==> config.mk <==
export PLATFORM = sky130hd
export DESIGN_NAME = wavetable_synth_with_modulation_core_flat
export DESIGN_NICKNAME = d
export VERILOG_FILES = /design/src/wts_pkg.sv /design/src/wts_stream_if.sv /design/src/wavetable_synth_with_modulation_core.sv /design/src/wts_ram.sv /design/src/flat_wrapper.sv
export SDC_FILE = /design/constraint.sdc
export NUM_CORES = 2
export LEC_CHECK = 0
export ABC_CLOCK_PERIOD_IN_PS = 7400
export BUFFER_PORTS_ARGS = -buffer_cell sky130_fd_sc_hd__buf_2
export CORE_MARGIN = 8
export CORE_UTILIZATION = 50
export CTS_CLUSTER_DIAMETER = 60
export DETAILED_ROUTE_END_ITERATION = 12
export GPL_TIMING_DRIVEN = 0
export HOLD_SLACK_MARGIN = 0.08
export PLACE_DENSITY_LB_ADDON = 0.3
export SLEW_MARGIN = 20
export SYNTH_ARGS = -nofsm -noshare
export SYNTH_HDL_FRONTEND = slang
export SYNTH_SLANG_ARGS = --single-unit
==> constraint.sdc <==
create_clock -name clk -period 7.4 [get_ports clk]
set_input_delay 1.48 -clock clk [delete_from_list [all_inputs] [get_ports clk]]
set_output_delay 1.48 -clock clk [all_outputs]
set_load 0.02 [all_outputs]
==> src/wts_pkg.sv <==
package wts_pkg;

    // Item kinds.
    localparam logic [1:0] FUNC_WRITE = 2'd0;
    localparam logic [1:0] FUNC_READ  = 2'd1;
    localparam logic [1:0] FUNC_TICK  = 2'd2;

    // Register map, low address byte.
    localparam logic [7:0] ADDR_VOLUME     = 8'h80;
    localparam logic [7:0] ADDR_WPITCH_LO  = 8'h82;
    localparam logic [7:0] ADDR_WPITCH_HI  = 8'h83;
    localparam logic [7:0] ADDR_MGAIN      = 8'h84;
    localparam logic [7:0] ADDR_MCOUNT     = 8'h85;
    localparam logic [7:0] ADDR_MPITCH_LO  = 8'h86;
    localparam logic [7:0] ADDR_MPITCH_HI  = 8'h87;
    localparam logic [7:0] ADDR_MTABLE     = 8'h88;
    localparam logic [7:0] ADDR_CTRL       = 8'h89;
    localparam logic [7:0] ADDR_VOLUME_RD  = 8'h90;
    localparam logic [7:0] ADDR_MGAIN_RD   = 8'h92;
    localparam logic [1:0] WAVE_WINDOW     = 2'b01;

    localparam int SAMPLE_W = 6;
    localparam int MODVAL_W = 3;
    localparam int PITCH_W  = 12;
    localparam int PHASE_W  = 16;
    localparam int COUNT_W  = 7;
    localparam int LEVEL_W  = 12;
    localparam int SCALE_W  = 9;

    // Modulation table value that clears the counter.
    localparam logic [MODVAL_W-1:0] MOD_CLEAR = 3'd4;
    localparam logic [LEVEL_W-1:0]  LEVEL_MAX = 12'd3969;

    typedef struct packed {
        logic [1:0] func;
        logic [7:0] addr;
        logic [7:0] data;
    } in_item_t;

    typedef struct packed {
        logic [7:0]         read_data;
        logic [LEVEL_W-1:0] level;
    } out_item_t;

    // Master attenuation in Q8: 1, 2/3, 1/3, 1/4.
    function automatic logic [SCALE_W-1:0] att_scale(input logic [1:0] att);
        logic [SCALE_W-1:0] s;
        begin
            unique case (att)
                2'd0:    s = 9'd256;
                2'd1:    s = 9'd171;
                2'd2:    s = 9'd85;
                default: s = 9'd64;
            endcase
            return s;
        end
    endfunction

endpackage

==> src/wts_stream_if.sv <==
interface wts_stream_if #(
    parameter type payload_t = logic
) ();
    logic     valid;
    logic     ready;
    payload_t payload;

    modport source (output valid, output payload, input ready);
    modport sink   (input valid, input payload, output ready);
endinterface

==> src/wavetable_synth_with_modulation_core.sv <==
// Wavetable oscillator with frequency modulation, driven by a byte-wide register bus.
// The in_ch channel carries one request per item: a bus write, a bus read or one
// audio clock tick (func, addr, data). The out_ch channel returns exactly one
// result per request: the read byte (zero unless a read) and the output level.
// Requests are handled one at a time. A request is taken in the cycle after the
// previous one has finished. Each passes the execute step, then the level read,
// multiply and scale steps; a modulation table write adds a second table write, a
// wave table read captures its data in place of the level read, a tick that moves the
// voice adds the pitch product, clamp and phase advance, and a tick that steps the table
// adds the counter update. Steps follow the registered reads of both tables, the multiplies and phase adders.
// A finished result sits in an output register, so the next request is taken
// while the receiver stalls; that request then waits at its last step until
// the output register is free. Reset clears all control state, sets the volume
// to 32 and marks every entry of both tables as zero through per-entry valid
// bits, so there is no clearing pass and the block is ready right after reset.
module wavetable_synth_with_modulation_core #(
    parameter int WAVE_ENTRIES = 64,
    parameter int MOD_ENTRIES  = 32
) (
    input  logic         clk,
    input  logic         rst_n,
    wts_stream_if.sink   in_ch,
    wts_stream_if.source out_ch
);

    localparam int WAVE_AW = $clog2(WAVE_ENTRIES);
    localparam int MOD_AW  = $clog2(MOD_ENTRIES);
    // The modulation index counts half steps, so it carries one bit more.
    localparam int MIDX_W  = MOD_AW + 1;

    typedef enum logic [3:0] {
        S_IDLE,
        S_EXEC,
        S_MODW2,
        S_MODUPD,
        S_PROD,
        S_PITCH,
        S_ADV,
        S_RDCAP,
        S_LVLRD,
        S_LVLMUL,
        S_LVLSCALE
    } state_t;

    state_t state_reg, state_next;

    // Latched request.
    logic [1:0] func_reg;
    logic [7:0] addr_reg;
    logic [7:0] data_reg;

    // Sound registers.
    logic                              wave_write_on_reg, wave_write_on_next;
    logic [wts_pkg::PITCH_W-1:0]       wave_pitch_reg, wave_pitch_next;
    logic [wts_pkg::PHASE_W-1:0]       wave_phase_reg, wave_phase_next;
    logic [WAVE_AW-1:0]                wave_index_reg, wave_index_next;
    logic [wts_pkg::SAMPLE_W-1:0]      volume_reg, volume_next;
    logic [1:0]                        att_reg, att_next;
    logic                              sound_on_reg, sound_on_next;
    logic [wts_pkg::PITCH_W-1:0]       mod_pitch_reg, mod_pitch_next;
    logic [wts_pkg::PHASE_W-1:0]       mod_phase_reg, mod_phase_next;
    logic [MIDX_W-1:0]                 mod_index_reg, mod_index_next;
    logic signed [wts_pkg::COUNT_W-1:0] mod_count_reg, mod_count_next;
    logic                              mod_on_reg, mod_on_next;
    logic [wts_pkg::SAMPLE_W-1:0]      mod_gain_reg, mod_gain_next;

    // Working registers of one request.
    logic [7:0]                        rdata_reg, rdata_next;
    logic signed [12:0]                prod_reg, prod_next;
    logic [wts_pkg::PITCH_W-1:0]       pitch_reg, pitch_next;
    logic [11:0]                       vprod_reg, vprod_next;

    // Output register.
    logic                              out_valid_reg, out_valid_next;
    logic [7:0]                        out_rdata_reg, out_rdata_next;
    logic [wts_pkg::LEVEL_W-1:0]       out_level_reg, out_level_next;

    // Table memories and their valid bits; an entry never written reads as zero.
    logic                              wave_we;
    logic [WAVE_AW-1:0]                wave_waddr, wave_raddr;
    logic [wts_pkg::SAMPLE_W-1:0]      wave_rdata, wave_sample;
    logic [WAVE_ENTRIES-1:0]           wave_valid_reg;
    logic                              wave_rvalid_reg;
    logic                              mod_we;
    logic [MOD_AW-1:0]                 mod_waddr, mod_raddr;
    logic [wts_pkg::MODVAL_W-1:0]      mod_rdata, mod_sample;
    logic [MOD_ENTRIES-1:0]            mod_valid_reg;
    logic                              mod_rvalid_reg;

    // Combinational helpers.
    logic                              in_fire;
    logic                              is_wave;
    logic                              out_free;
    logic [wts_pkg::PHASE_W:0]         mod_sum;
    logic [wts_pkg::PHASE_W:0]         wave_sum;
    logic signed [7:0]                 count_sum;
    logic signed [13:0]                prod_full;
    logic signed [12:0]                prod_biased;
    logic signed [6:0]                 pitch_quot;
    logic signed [13:0]                pitch_sum;
    logic [20:0]                       scaled;

    wts_ram #(
        .WIDTH (wts_pkg::SAMPLE_W),
        .DEPTH (WAVE_ENTRIES)
    ) u_wave_ram (
        .clk   (clk),
        .we    (wave_we),
        .waddr (wave_waddr),
        .wdata (data_reg[wts_pkg::SAMPLE_W-1:0]),
        .raddr (wave_raddr),
        .rdata (wave_rdata)
    );

    wts_ram #(
        .WIDTH (wts_pkg::MODVAL_W),
        .DEPTH (MOD_ENTRIES)
    ) u_mod_ram (
        .clk   (clk),
        .we    (mod_we),
        .waddr (mod_waddr),
        .wdata (data_reg[wts_pkg::MODVAL_W-1:0]),
        .raddr (mod_raddr),
        .rdata (mod_rdata)
    );

    assign in_ch.ready = (state_reg == S_IDLE);
    assign in_fire     = in_ch.valid && in_ch.ready;
    assign is_wave     = (addr_reg[7:6] == wts_pkg::WAVE_WINDOW);
    assign out_free    = !out_valid_reg || out_ch.ready;

    assign out_ch.valid             = out_valid_reg;
    assign out_ch.payload.read_data = out_rdata_reg;
    assign out_ch.payload.level     = out_level_reg;

    assign wave_sample = wave_rvalid_reg ? wave_rdata : '0;
    assign mod_sample  = mod_rvalid_reg ? mod_rdata : '0;

    // The wave table is read at the request address in the execute step, where
    // only a read uses the data, and at the current wave position otherwise.
    // The modulation table is only used on a tick. A write in the execute step
    // only meets a read whose data is dropped, so no forwarding is needed.
    assign wave_waddr = addr_reg[WAVE_AW-1:0];
    assign wave_raddr = (state_reg == S_EXEC) ? addr_reg[WAVE_AW-1:0] : wave_index_reg;
    assign mod_raddr  = mod_index_reg[MIDX_W-1:1];
    assign mod_waddr  = (state_reg == S_MODW2)
                        ? MOD_AW'(mod_index_reg[MOD_AW-1:0] + 1'b1)
                        : mod_index_reg[MOD_AW-1:0];

    // Arithmetic.
    assign mod_sum     = {1'b0, mod_phase_reg} + {{(wts_pkg::PHASE_W + 1 - wts_pkg::PITCH_W){1'b0}},
                         mod_pitch_reg};
    assign wave_sum    = {1'b0, wave_phase_reg} + {{(wts_pkg::PHASE_W + 1 - wts_pkg::PITCH_W){1'b0}},
                         pitch_reg};
    assign count_sum   = {mod_count_reg[wts_pkg::COUNT_W-1], mod_count_reg}
                         + $signed({5'b0, mod_sample});
    assign prod_full   = mod_count_reg * $signed({1'b0, mod_gain_reg});
    // Division by 64 rounds toward zero: bias negative products before the shift.
    assign prod_biased = prod_reg[12] ? (prod_reg + 13'sd63) : prod_reg;
    assign pitch_quot  = prod_biased[12:6];
    assign pitch_sum   = $signed({2'b00, wave_pitch_reg}) + 14'(pitch_quot);
    assign scaled      = vprod_reg * wts_pkg::att_scale(att_reg);

    always_comb
    begin
        state_next         = state_reg;
        wave_write_on_next = wave_write_on_reg;
        wave_pitch_next    = wave_pitch_reg;
        wave_phase_next    = wave_phase_reg;
        wave_index_next    = wave_index_reg;
        volume_next        = volume_reg;
        att_next           = att_reg;
        sound_on_next      = sound_on_reg;
        mod_pitch_next     = mod_pitch_reg;
        mod_phase_next     = mod_phase_reg;
        mod_index_next     = mod_index_reg;
        mod_count_next     = mod_count_reg;
        mod_on_next        = mod_on_reg;
        mod_gain_next      = mod_gain_reg;
        rdata_next         = rdata_reg;
        prod_next          = prod_reg;
        pitch_next         = pitch_reg;
        vprod_next         = vprod_reg;
        out_valid_next     = out_valid_reg && !out_ch.ready;
        out_rdata_next     = out_rdata_reg;
        out_level_next     = out_level_reg;
        wave_we            = 1'b0;
        mod_we             = 1'b0;

        unique case (state_reg)
            S_IDLE:
            begin
                if (in_fire)
                begin
                    state_next = S_EXEC;
                end
            end

            S_EXEC:
            begin
                rdata_next = '0;
                state_next = S_LVLRD;
                priority if (func_reg == wts_pkg::FUNC_WRITE)
                begin
                    if (is_wave)
                    begin
                        wave_we = wave_write_on_reg;
                    end
                    else
                    begin
                        unique case (addr_reg)
                            wts_pkg::ADDR_VOLUME:
                            begin
                                if (data_reg[7])
                                begin
                                    volume_next = data_reg[5:0];
                                end
                            end
                            wts_pkg::ADDR_WPITCH_LO:
                            begin
                                wave_pitch_next = {wave_pitch_reg[11:8], data_reg};
                            end
                            wts_pkg::ADDR_WPITCH_HI:
                            begin
                                wave_pitch_next = {data_reg[3:0], wave_pitch_reg[7:0]};
                                sound_on_next   = !data_reg[7];
                                if (data_reg[7])
                                begin
                                    wave_phase_next = '0;
                                end
                            end
                            wts_pkg::ADDR_MGAIN:
                            begin
                                if (data_reg[7])
                                begin
                                    mod_gain_next = data_reg[5:0];
                                end
                            end
                            wts_pkg::ADDR_MCOUNT:
                            begin
                                mod_count_next = $signed(data_reg[6:0]);
                            end
                            wts_pkg::ADDR_MPITCH_LO:
                            begin
                                mod_pitch_next = {mod_pitch_reg[11:8], data_reg};
                            end
                            wts_pkg::ADDR_MPITCH_HI:
                            begin
                                mod_pitch_next = {data_reg[3:0], mod_pitch_reg[7:0]};
                                mod_on_next    = !data_reg[7];
                                if (data_reg[7])
                                begin
                                    mod_phase_next = '0;
                                end
                            end
                            wts_pkg::ADDR_MTABLE:
                            begin
                                // Each table write fills two neighboring entries.
                                if (!mod_on_reg)
                                begin
                                    mod_we     = 1'b1;
                                    state_next = S_MODW2;
                                end
                            end
                            wts_pkg::ADDR_CTRL:
                            begin
                                att_next           = data_reg[1:0];
                                wave_write_on_next = data_reg[7];
                            end
                            default:
                            begin
                            end
                        endcase
                    end
                end
                else if (func_reg == wts_pkg::FUNC_READ)
                begin
                    if (is_wave)
                    begin
                        state_next = S_RDCAP;
                    end
                    else if (addr_reg == wts_pkg::ADDR_VOLUME_RD)
                    begin
                        rdata_next = {2'b01, volume_reg};
                    end
                    else if (addr_reg == wts_pkg::ADDR_MGAIN_RD)
                    begin
                        rdata_next = {2'b01, mod_gain_reg};
                    end
                end
                else if (func_reg == wts_pkg::FUNC_TICK)
                begin
                    if (sound_on_reg && (wave_pitch_reg != '0))
                    begin
                        state_next = S_PROD;
                        if (mod_on_reg && (mod_pitch_reg != '0))
                        begin
                            mod_phase_next = mod_sum[wts_pkg::PHASE_W-1:0];
                            if (mod_sum[wts_pkg::PHASE_W])
                            begin
                                // The table read at the old index is in flight now.
                                mod_index_next = MIDX_W'(mod_index_reg + 1'b1);
                                state_next     = S_MODUPD;
                            end
                        end
                    end
                end
                else
                begin
                end
            end

            S_MODW2:
            begin
                mod_we         = 1'b1;
                mod_index_next = MIDX_W'(mod_index_reg + 2'd2);
                state_next     = S_LVLRD;
            end

            S_MODUPD:
            begin
                if (mod_sample == wts_pkg::MOD_CLEAR)
                begin
                    mod_count_next = '0;
                end
                else if (!count_sum[7] && count_sum[6])
                begin
                    mod_count_next = 7'sd63;
                end
                else
                begin
                    mod_count_next = count_sum[6:0];
                end
                state_next = S_PROD;
            end

            S_PROD:
            begin
                prod_next  = (mod_on_reg && (mod_gain_reg != '0)) ? prod_full[12:0] : '0;
                state_next = S_PITCH;
            end

            S_PITCH:
            begin
                if (pitch_sum[13])
                begin
                    pitch_next = '0;
                end
                else if (pitch_sum[12])
                begin
                    pitch_next = '1;
                end
                else
                begin
                    pitch_next = pitch_sum[11:0];
                end
                state_next = S_ADV;
            end

            S_ADV:
            begin
                wave_phase_next = wave_sum[wts_pkg::PHASE_W-1:0];
                if (wave_sum[wts_pkg::PHASE_W])
                begin
                    wave_index_next = WAVE_AW'(wave_index_reg + 1'b1);
                end
                state_next = S_LVLRD;
            end

            S_RDCAP:
            begin
                // The level read at the wave position is issued in this cycle too.
                rdata_next = {2'b01, wave_sample};
                state_next = S_LVLMUL;
            end

            S_LVLRD:
            begin
                state_next = S_LVLMUL;
            end

            S_LVLMUL:
            begin
                vprod_next = wave_sample * volume_reg;
                state_next = S_LVLSCALE;
            end

            S_LVLSCALE:
            begin
                if (out_free)
                begin
                    out_valid_next = 1'b1;
                    out_rdata_next = rdata_reg;
                    out_level_next = (sound_on_reg && !wave_write_on_reg)
                                     ? scaled[19:8] : '0;
                    state_next     = S_IDLE;
                end
            end

            default:
            begin
                state_next = S_IDLE;
            end
        endcase
    end

    always_ff @(posedge clk or negedge rst_n)
    begin
        if (!rst_n)
        begin
            state_reg         <= S_IDLE;
            wave_write_on_reg <= 1'b0;
            wave_pitch_reg    <= '0;
            wave_phase_reg    <= '0;
            wave_index_reg    <= '0;
            volume_reg        <= 6'd32;
            att_reg           <= '0;
            sound_on_reg      <= 1'b0;
            mod_pitch_reg     <= '0;
            mod_phase_reg     <= '0;
            mod_index_reg     <= '0;
            mod_count_reg     <= '0;
            mod_on_reg        <= 1'b0;
            mod_gain_reg      <= '0;
            out_valid_reg     <= 1'b0;
            out_rdata_reg     <= '0;
            out_level_reg     <= '0;
            wave_valid_reg    <= '0;
            mod_valid_reg     <= '0;
            wave_rvalid_reg   <= 1'b0;
            mod_rvalid_reg    <= 1'b0;
        end
        else
        begin
            state_reg         <= state_next;
            wave_write_on_reg <= wave_write_on_next;
            wave_pitch_reg    <= wave_pitch_next;
            wave_phase_reg    <= wave_phase_next;
            wave_index_reg    <= wave_index_next;
            volume_reg        <= volume_next;
            att_reg           <= att_next;
            sound_on_reg      <= sound_on_next;
            mod_pitch_reg     <= mod_pitch_next;
            mod_phase_reg     <= mod_phase_next;
            mod_index_reg     <= mod_index_next;
            mod_count_reg     <= mod_count_next;
            mod_on_reg        <= mod_on_next;
            mod_gain_reg      <= mod_gain_next;
            out_valid_reg     <= out_valid_next;
            out_rdata_reg     <= out_rdata_next;
            out_level_reg     <= out_level_next;
            wave_rvalid_reg   <= wave_valid_reg[wave_raddr];
            mod_rvalid_reg    <= mod_valid_reg[mod_raddr];
            if (wave_we)
            begin
                wave_valid_reg[wave_waddr] <= 1'b1;
            end
            if (mod_we)
            begin
                mod_valid_reg[mod_waddr] <= 1'b1;
            end
        end
    end

    always_ff @(posedge clk)
    begin
        if (in_fire)
        begin
            func_reg <= in_ch.payload.func;
            addr_reg <= in_ch.payload.addr;
            data_reg <= in_ch.payload.data;
        end
        rdata_reg     <= rdata_next;
        prod_reg      <= prod_next;
        pitch_reg     <= pitch_next;
        vprod_reg     <= vprod_next;
    end

`ifndef SYNTHESIS
    a_level_range: assert property (@(posedge clk) disable iff (!rst_n)
        out_ch.valid |-> (out_ch.payload.level <= wts_pkg::LEVEL_MAX))
        else $error("output level out of range");

    a_read_tag: assert property (@(posedge clk) disable iff (!rst_n)
        (out_ch.valid && (out_ch.payload.read_data != '0)) |-> out_ch.payload.read_data[6])
        else $error("nonzero read data without its tag bit");

    a_modw2_origin: assert property (@(posedge clk) disable iff (!rst_n)
        (state_reg == S_MODW2) |-> (($past(state_reg) == S_EXEC) && !mod_on_reg))
        else $error("second table write without a table write request");

    a_level_read_order: assert property (@(posedge clk) disable iff (!rst_n)
        (state_reg == S_LVLMUL) |->
            (($past(state_reg) == S_LVLRD) || ($past(state_reg) == S_RDCAP)))
        else $error("level multiply without a wave position read");

    a_accept_exec: assert property (@(posedge clk) disable iff (!rst_n)
        in_fire |=> (state_reg == S_EXEC))
        else $error("accepted request not executed");
`endif

endmodule

==> src/wts_ram.sv <==
module wts_ram #(
    parameter int WIDTH = 8,
    parameter int DEPTH = 64,
    localparam int AW = $clog2(DEPTH)
) (
    input  logic             clk,
    input  logic             we,
    input  logic [AW-1:0]    waddr,
    input  logic [WIDTH-1:0] wdata,
    input  logic [AW-1:0]    raddr,
    output logic [WIDTH-1:0] rdata
);

    logic [WIDTH-1:0] mem [DEPTH];
    logic [WIDTH-1:0] rdata_reg;

    always_ff @(posedge clk)
    begin
        if (we)
        begin
            mem[waddr] <= wdata;
        end
        rdata_reg <= mem[raddr];
    end

    assign rdata = rdata_reg;

endmodule

==> src/flat_wrapper.sv <==
// flat-port wrapper written by rule: the top's interface ports become plain ports
module wavetable_synth_with_modulation_core_flat import wts_pkg::*;
#(
    parameter int WAVE_ENTRIES = 64,
    parameter int MOD_ENTRIES  = 32
)
  (clk, rst_n, in_ch_valid, in_ch_payload, in_ch_ready, out_ch_valid, out_ch_payload, out_ch_ready);
  wts_stream_if #(.payload_t(in_item_t)) in_ch_i ();
  wts_stream_if #(.payload_t(out_item_t)) out_ch_i ();
  input  logic clk;
  input  logic rst_n;
  input wire logic [$bits(in_ch_i.valid)-1:0] in_ch_valid;
  input wire logic [$bits(in_ch_i.payload)-1:0] in_ch_payload;
  output wire logic [$bits(in_ch_i.ready)-1:0] in_ch_ready;
  output wire logic [$bits(out_ch_i.valid)-1:0] out_ch_valid;
  output wire logic [$bits(out_ch_i.payload)-1:0] out_ch_payload;
  input wire logic [$bits(out_ch_i.ready)-1:0] out_ch_ready;
  assign in_ch_i.valid = in_ch_valid;
  assign in_ch_i.payload = in_ch_payload;
  assign in_ch_ready = in_ch_i.ready;
  assign out_ch_valid = out_ch_i.valid;
  assign out_ch_payload = out_ch_i.payload;
  assign out_ch_i.ready = out_ch_ready;
  wavetable_synth_with_modulation_core #(.WAVE_ENTRIES(WAVE_ENTRIES), .MOD_ENTRIES(MOD_ENTRIES)) u_core (.clk(clk), .rst_n(rst_n), .in_ch(in_ch_i), .out_ch(out_ch_i));
endmodule
==> results by stage <==
Timing:
- Measured against its own limit, the worst slew margin works out to 0.2558.
- Timing would allow up to 155.2 MHz.
- The worst clock skew is slightly above 50 ps.
- Setup repair after global routing left no endpoint under its margin.
- The slew of the pin with the lowest slew margin is 1114 ps.
- Across all setup checks in the final design, the least slack found is 957.8 ps.
- The worst path needs about 6400 ps of the cycle, external delays included.
- The summed negative setup slack over all endpoints is 0 ps.
- Setup violations remaining at the end of the flow were counted as 0.
- The final hold violation count was 0.
- Of the available clock period, the critical path in the final layout requires 0.8706.
- The number of pins with negative max-slew slack in the final report is 0.

Floorplanning:
- After floorplanning, the core was divided into 100 placement rows.
- The area of the core region is ~75000 um^2.
- The overall die height is 290.8 um.
- The chip width is about 290 um.
- The number of top-level design ports is 44.
- The total die area is between 80000 and 90000 um^2.
- The starting utilization of the core area is 0.5063.

Power:
- Of the total power, registers draw 0.457.
- Of the total power, the share spent switching nets is 0.2849.
- The internal power of the cells totals slightly below 8000 uW.
- The total power density per cell area is ~260 nW/um^2.
- Of the total power, the clock network draws 0.384.
- The share of total power dissipated in combinational logic is 0.159.
- The analysis attributes to cell leakage a power of between 0.015 and 0.02 uW.
- The net switching power is just over 3000 uW.
- The peak supply drop is about 180 uV.

Synthesis:
- The synthesized instance count is roughly 3100.
- By area the synthesized netlist is led by sky130_fd_sc_hd__edfxtp_1 (43%), sky130_fd_sc_hd__dfrtp_1 (14%), sky130_fd_sc_hd__fa_1 (6.3%).
- The post-synthesis net count is ~3400.
- The Yosys step of the flow raised 0 warnings.
- Of all cell types, the one taking the most synthesized area is sky130_fd_sc_hd__edfxtp_1.
- The fraction of synthesis flops using an asynchronous set or reset pin is 0.2797.
- The leading register cell type out of synthesis is sky130_fd_sc_hd__edfxtp_1.
- The synthesis-stage register bit count is around 770.
- The total standard cell area after synthesis is 37750 um^2.
- Counting flops with a built-in enable in the synthesized netlist gives around 540.
- The area share of the largest cell type after synthesis is 0.4311.
- The synthesized area per cell is about 12 um^2.
- Of the synthesized area, sequential elements account for 0.5777.
- Yosys mapped the design onto between 70 and 80 distinct sky130hd cell types.

Route:
- The detailed router's first-iteration violation count is 2546.
- The final antenna-violating net count is 0.
- The routed via count is between 20000 and 30000.
- The first detailed-routing pass ran for 5 iterations.
- The final routed wirelength across all metal layers is between 90000 and 100000 um.
- After detailed routing, the number of vias per cell comes to just under 6.
- In the routed design, unresolved DRC markers number 0.
- After detailed routing, the average wire length per cell comes to ~21 um.

Worst setup path:
- The required time at the endpoint of the critical path is between 7000 and 8000 ps.
- The slowest stage of the critical path belongs to the cell sky130_fd_sc_hd__fa_1.
- The launch instance of the worst register-to-register path is u_core.att_reg[1].
- The most frequent cell on the critical path is sky130_fd_sc_hd__inv_1.
- The critical path is of the reg -> reg type.
- For this run, the slowest stage of the critical path takes around 560 ps.
- The critical-path maximum fanout is 10.
- The signal on the critical path passes through clkbuf_1 > inv_1 > ha_1 > clkbuf_1 > and2_1 > fa_1 > inv_1 > fa_1 > inv_1 > fa_1 > inv_1 > fa_1 > inv_1 > ha_1 > a21oi_1 > nand2_1 > and3_1 > a221o_1 > a221o_1 > a21o_1 > a211o_1 > a32o_1.
- Tracing the worst setup path back leads to its startpoint at u_core.att_reg[1].
- The worst setup path is launched from a flip-flop.
- For the worst setup path, the data arrival time is ~7000 ps.
- STA classifies the critical path endpoint as a flip-flop.

Global route:
- For this run, the total global-route usage over all layers was measured as 0.2145.
- The number of antenna violations at the first check in global routing was 0.
- The first global-routing pass estimated 144100 um of wire.
- The maximum number of pins on one net before global-route repair is 80.
- The number of global-route vias before repair was between 20000 and 30000.
- The overflow left after global routing is 0.

CTS:
- The clock root buffer master is sky130_fd_sc_hd__clkbuf_16.
- After clock tree synthesis, the repair step resized 0 gates.
- Counting every sink on the clock net gives between 700 and 800.
- TritonCTS built the clock tree.
- The clock tree synthesis step divided the H-tree into 3 levels.
- The maximum clock insertion buffer count is 3.
- The TritonCTS buffer count is slightly above 80.
- The number of hold-repair buffers added at the cts stage is 0.
- The later-pin clock latency in the skew report is about 650 ps.
- The number of setup buffers added after CTS is 0.
- Clock-pin slew was measured on the worst setup and hold paths at about 60 ps.

Status:
- The run finished with clean final reports.

Place:
- The quantity of I/O buffers inserted on ports is between 40 and 50.
- Summed over all nets, the half-perimeter wirelength after detailed placement is between 60000 and 70000 um.
- The cell area reported after detailed placement is around 40000 um^2.
- The global placer's final weighted congestion is 0.8989.
- At the placement stage, the worst setup path has a slack of slightly above 900 ps.

Layout:
- In the layout the commonest cells are sky130_fd_sc_hd__edfxtp_1 (542), sky130_fd_sc_hd__nand2_1 (485), sky130_fd_sc_hd__dfrtp_1 (213), sky130_fd_sc_hd__nor2_1 (188), sky130_fd_sc_hd__inv_1 (148).
- The post-layout net count is 3560.
- The number of antenna diodes in the final layout is 0.
- Of the cells placed in the final design, the portion with a size suffix greater than 1 is 0.09164.
- The flip-flop count of the largest register, all copies and words added is 384.
- Once layout is done, the placed cells without fillers occupy around 43000 um^2.
- The share of the core filled with cells in the final layout is 0.5707.
- The library cell used most frequently in the layout, excluding fill and tap cells, is sky130_fd_sc_hd__edfxtp_1.
- The layout overhead on the synthesized area is 12.72%.

Min path:
- In this run the worst hold path is classified as reg -> reg.
- The launch instance of the worst min-delay path is u_core.mod_valid_reg[11].

Flow run:
- The reported max-cap violation count is 0.
## synthesized netlist by cell type (26+ instances only)
master	number
sky130_fd_sc_hd__dfrtp_1	213
sky130_fd_sc_hd__a21oi_1	81
sky130_fd_sc_hd__or2_1	99
sky130_fd_sc_hd__clkbuf_1	100
sky130_fd_sc_hd__nand4_1	33
sky130_fd_sc_hd__nand3_1	142
sky130_fd_sc_hd__xnor2_1	56
sky130_fd_sc_hd__mux4_2	40
sky130_fd_sc_hd__o21ai_1	38
sky130_fd_sc_hd__and3_1	33
sky130_fd_sc_hd__and2_1	81
sky130_fd_sc_hd__a31oi_1	54
sky130_fd_sc_hd__mux2i_1	27
sky130_fd_sc_hd__fa_1	118
sky130_fd_sc_hd__nand2_1	485
sky130_fd_sc_hd__o21ai_0	88
sky130_fd_sc_hd__buf_2	26
sky130_fd_sc_hd__ha_1	128
sky130_fd_sc_hd__nor2_1	189
sky130_fd_sc_hd__edfxtp_1	542
sky130_fd_sc_hd__nor3_1	26
sky130_fd_sc_hd__inv_1	148
sky130_fd_sc_hd__nor2b_1	26
sky130_fd_sc_hd__xor2_1	30
## routing by layer
| metal | vias to the layer above | global-route usage | routed length [um] |
|---|---|---|---|
| li1 | 11496 | - | - |
| met3 | 204 | 0.04177 | 7164 |
| met1 | 12500 | 0.2924 | 38910 |
| met5 | - | 0 | 0 |
| met4 | 0 | 0.06815 | 2882 |
| met2 | 1071 | 0.3465 | 43200 |
## worst paths after layout
check	end	slack [ps]	depth (start not counted)
hold reg to reg	u_core.mod_valid_reg[11]	460	1
min in group asynchronous	u_core.wave_phase_reg[6]	820	1
max in group asynchronous	u_core.att_reg[0]	5310	3
setup / recovery	u_core.out_level_reg[9]	960	22
setup reg to reg	u_core.out_level_reg[9]	960	22
hold / removal	u_core.mod_valid_reg[11]	460	1
## layout make-up
type | count | area (um^2)
Buffer | 137 | 550.5
Clock buffer | 112 | 2316
Clock inverter | 40 | 494.2
Fill cell | 6023 | 32020
Inverter | 151 | 566.8
Multi-Input combinational cell | 2083 | 14840
Sequential cell | 765 | 21810
Tap cell | 969 | 1212
Timing Repair Buffer | 73 | 765.7
## through the flow
step | cells | hold slack (ps) | power [uW]
after floorplan | 3136 | 427.8 | 6080
after global placement | 4147 | 441.6 | 6700
after detailed placement | 4178 | 444.8 | 6789
after CTS | 4330 | 461.1 | 10970
after global routing | 4330 | 470.2 | 11310
final | 4330 | 455.7 | 10940
## power by group through the flow
| stage | sequential [uW] | combinational [uW] | clock (uW) |
|---|---|---|---|
| 3_3_place_gp | 5210 | 1490 | 0 |
| 3_5_place_dp | 5070 | 1720 | 0 |
| 5_1_grt | 5010 | 1900 | 4410 |
| 2_1_floorplan | 5080 | 995 | 0 |
| 6_report | 4990 | 1740 | 4200 |
| 4_1_cts | 4990 | 1730 | 4250 |
## cells by family (layout without fill, tap and decap cells)
| group | count (synthesis) | after routing | synth area share |
|---|---|---|---|
| fa+ha+maj | 246 | 246 | 0.1050 |
| other cells | 1 | 1 | 0.00009933 |
| compound gates | 456 | 456 | 0.07702 |
| mux | 107 | 107 | 0.04295 |
| simple gates | 1187 | 1187 | 0.1476 |
| flops | 765 | 765 | 0.5777 |
| xor+xnor | 86 | 86 | 0.01995 |
| buf+inv | 288 | 513 | 0.02959 |
## critical path, delay by kind of cell, from the launching register on
family	cells	cell delay, ps
adder cells (fa/ha/maj)	6	2680
AO/OA/AOI/OAI	6	1720
buffers and inverters	7	970
AND/OR/NAND/NOR	3	580
flip-flops	1	400
Note: power is estimated with default switching activity, not from simulation.
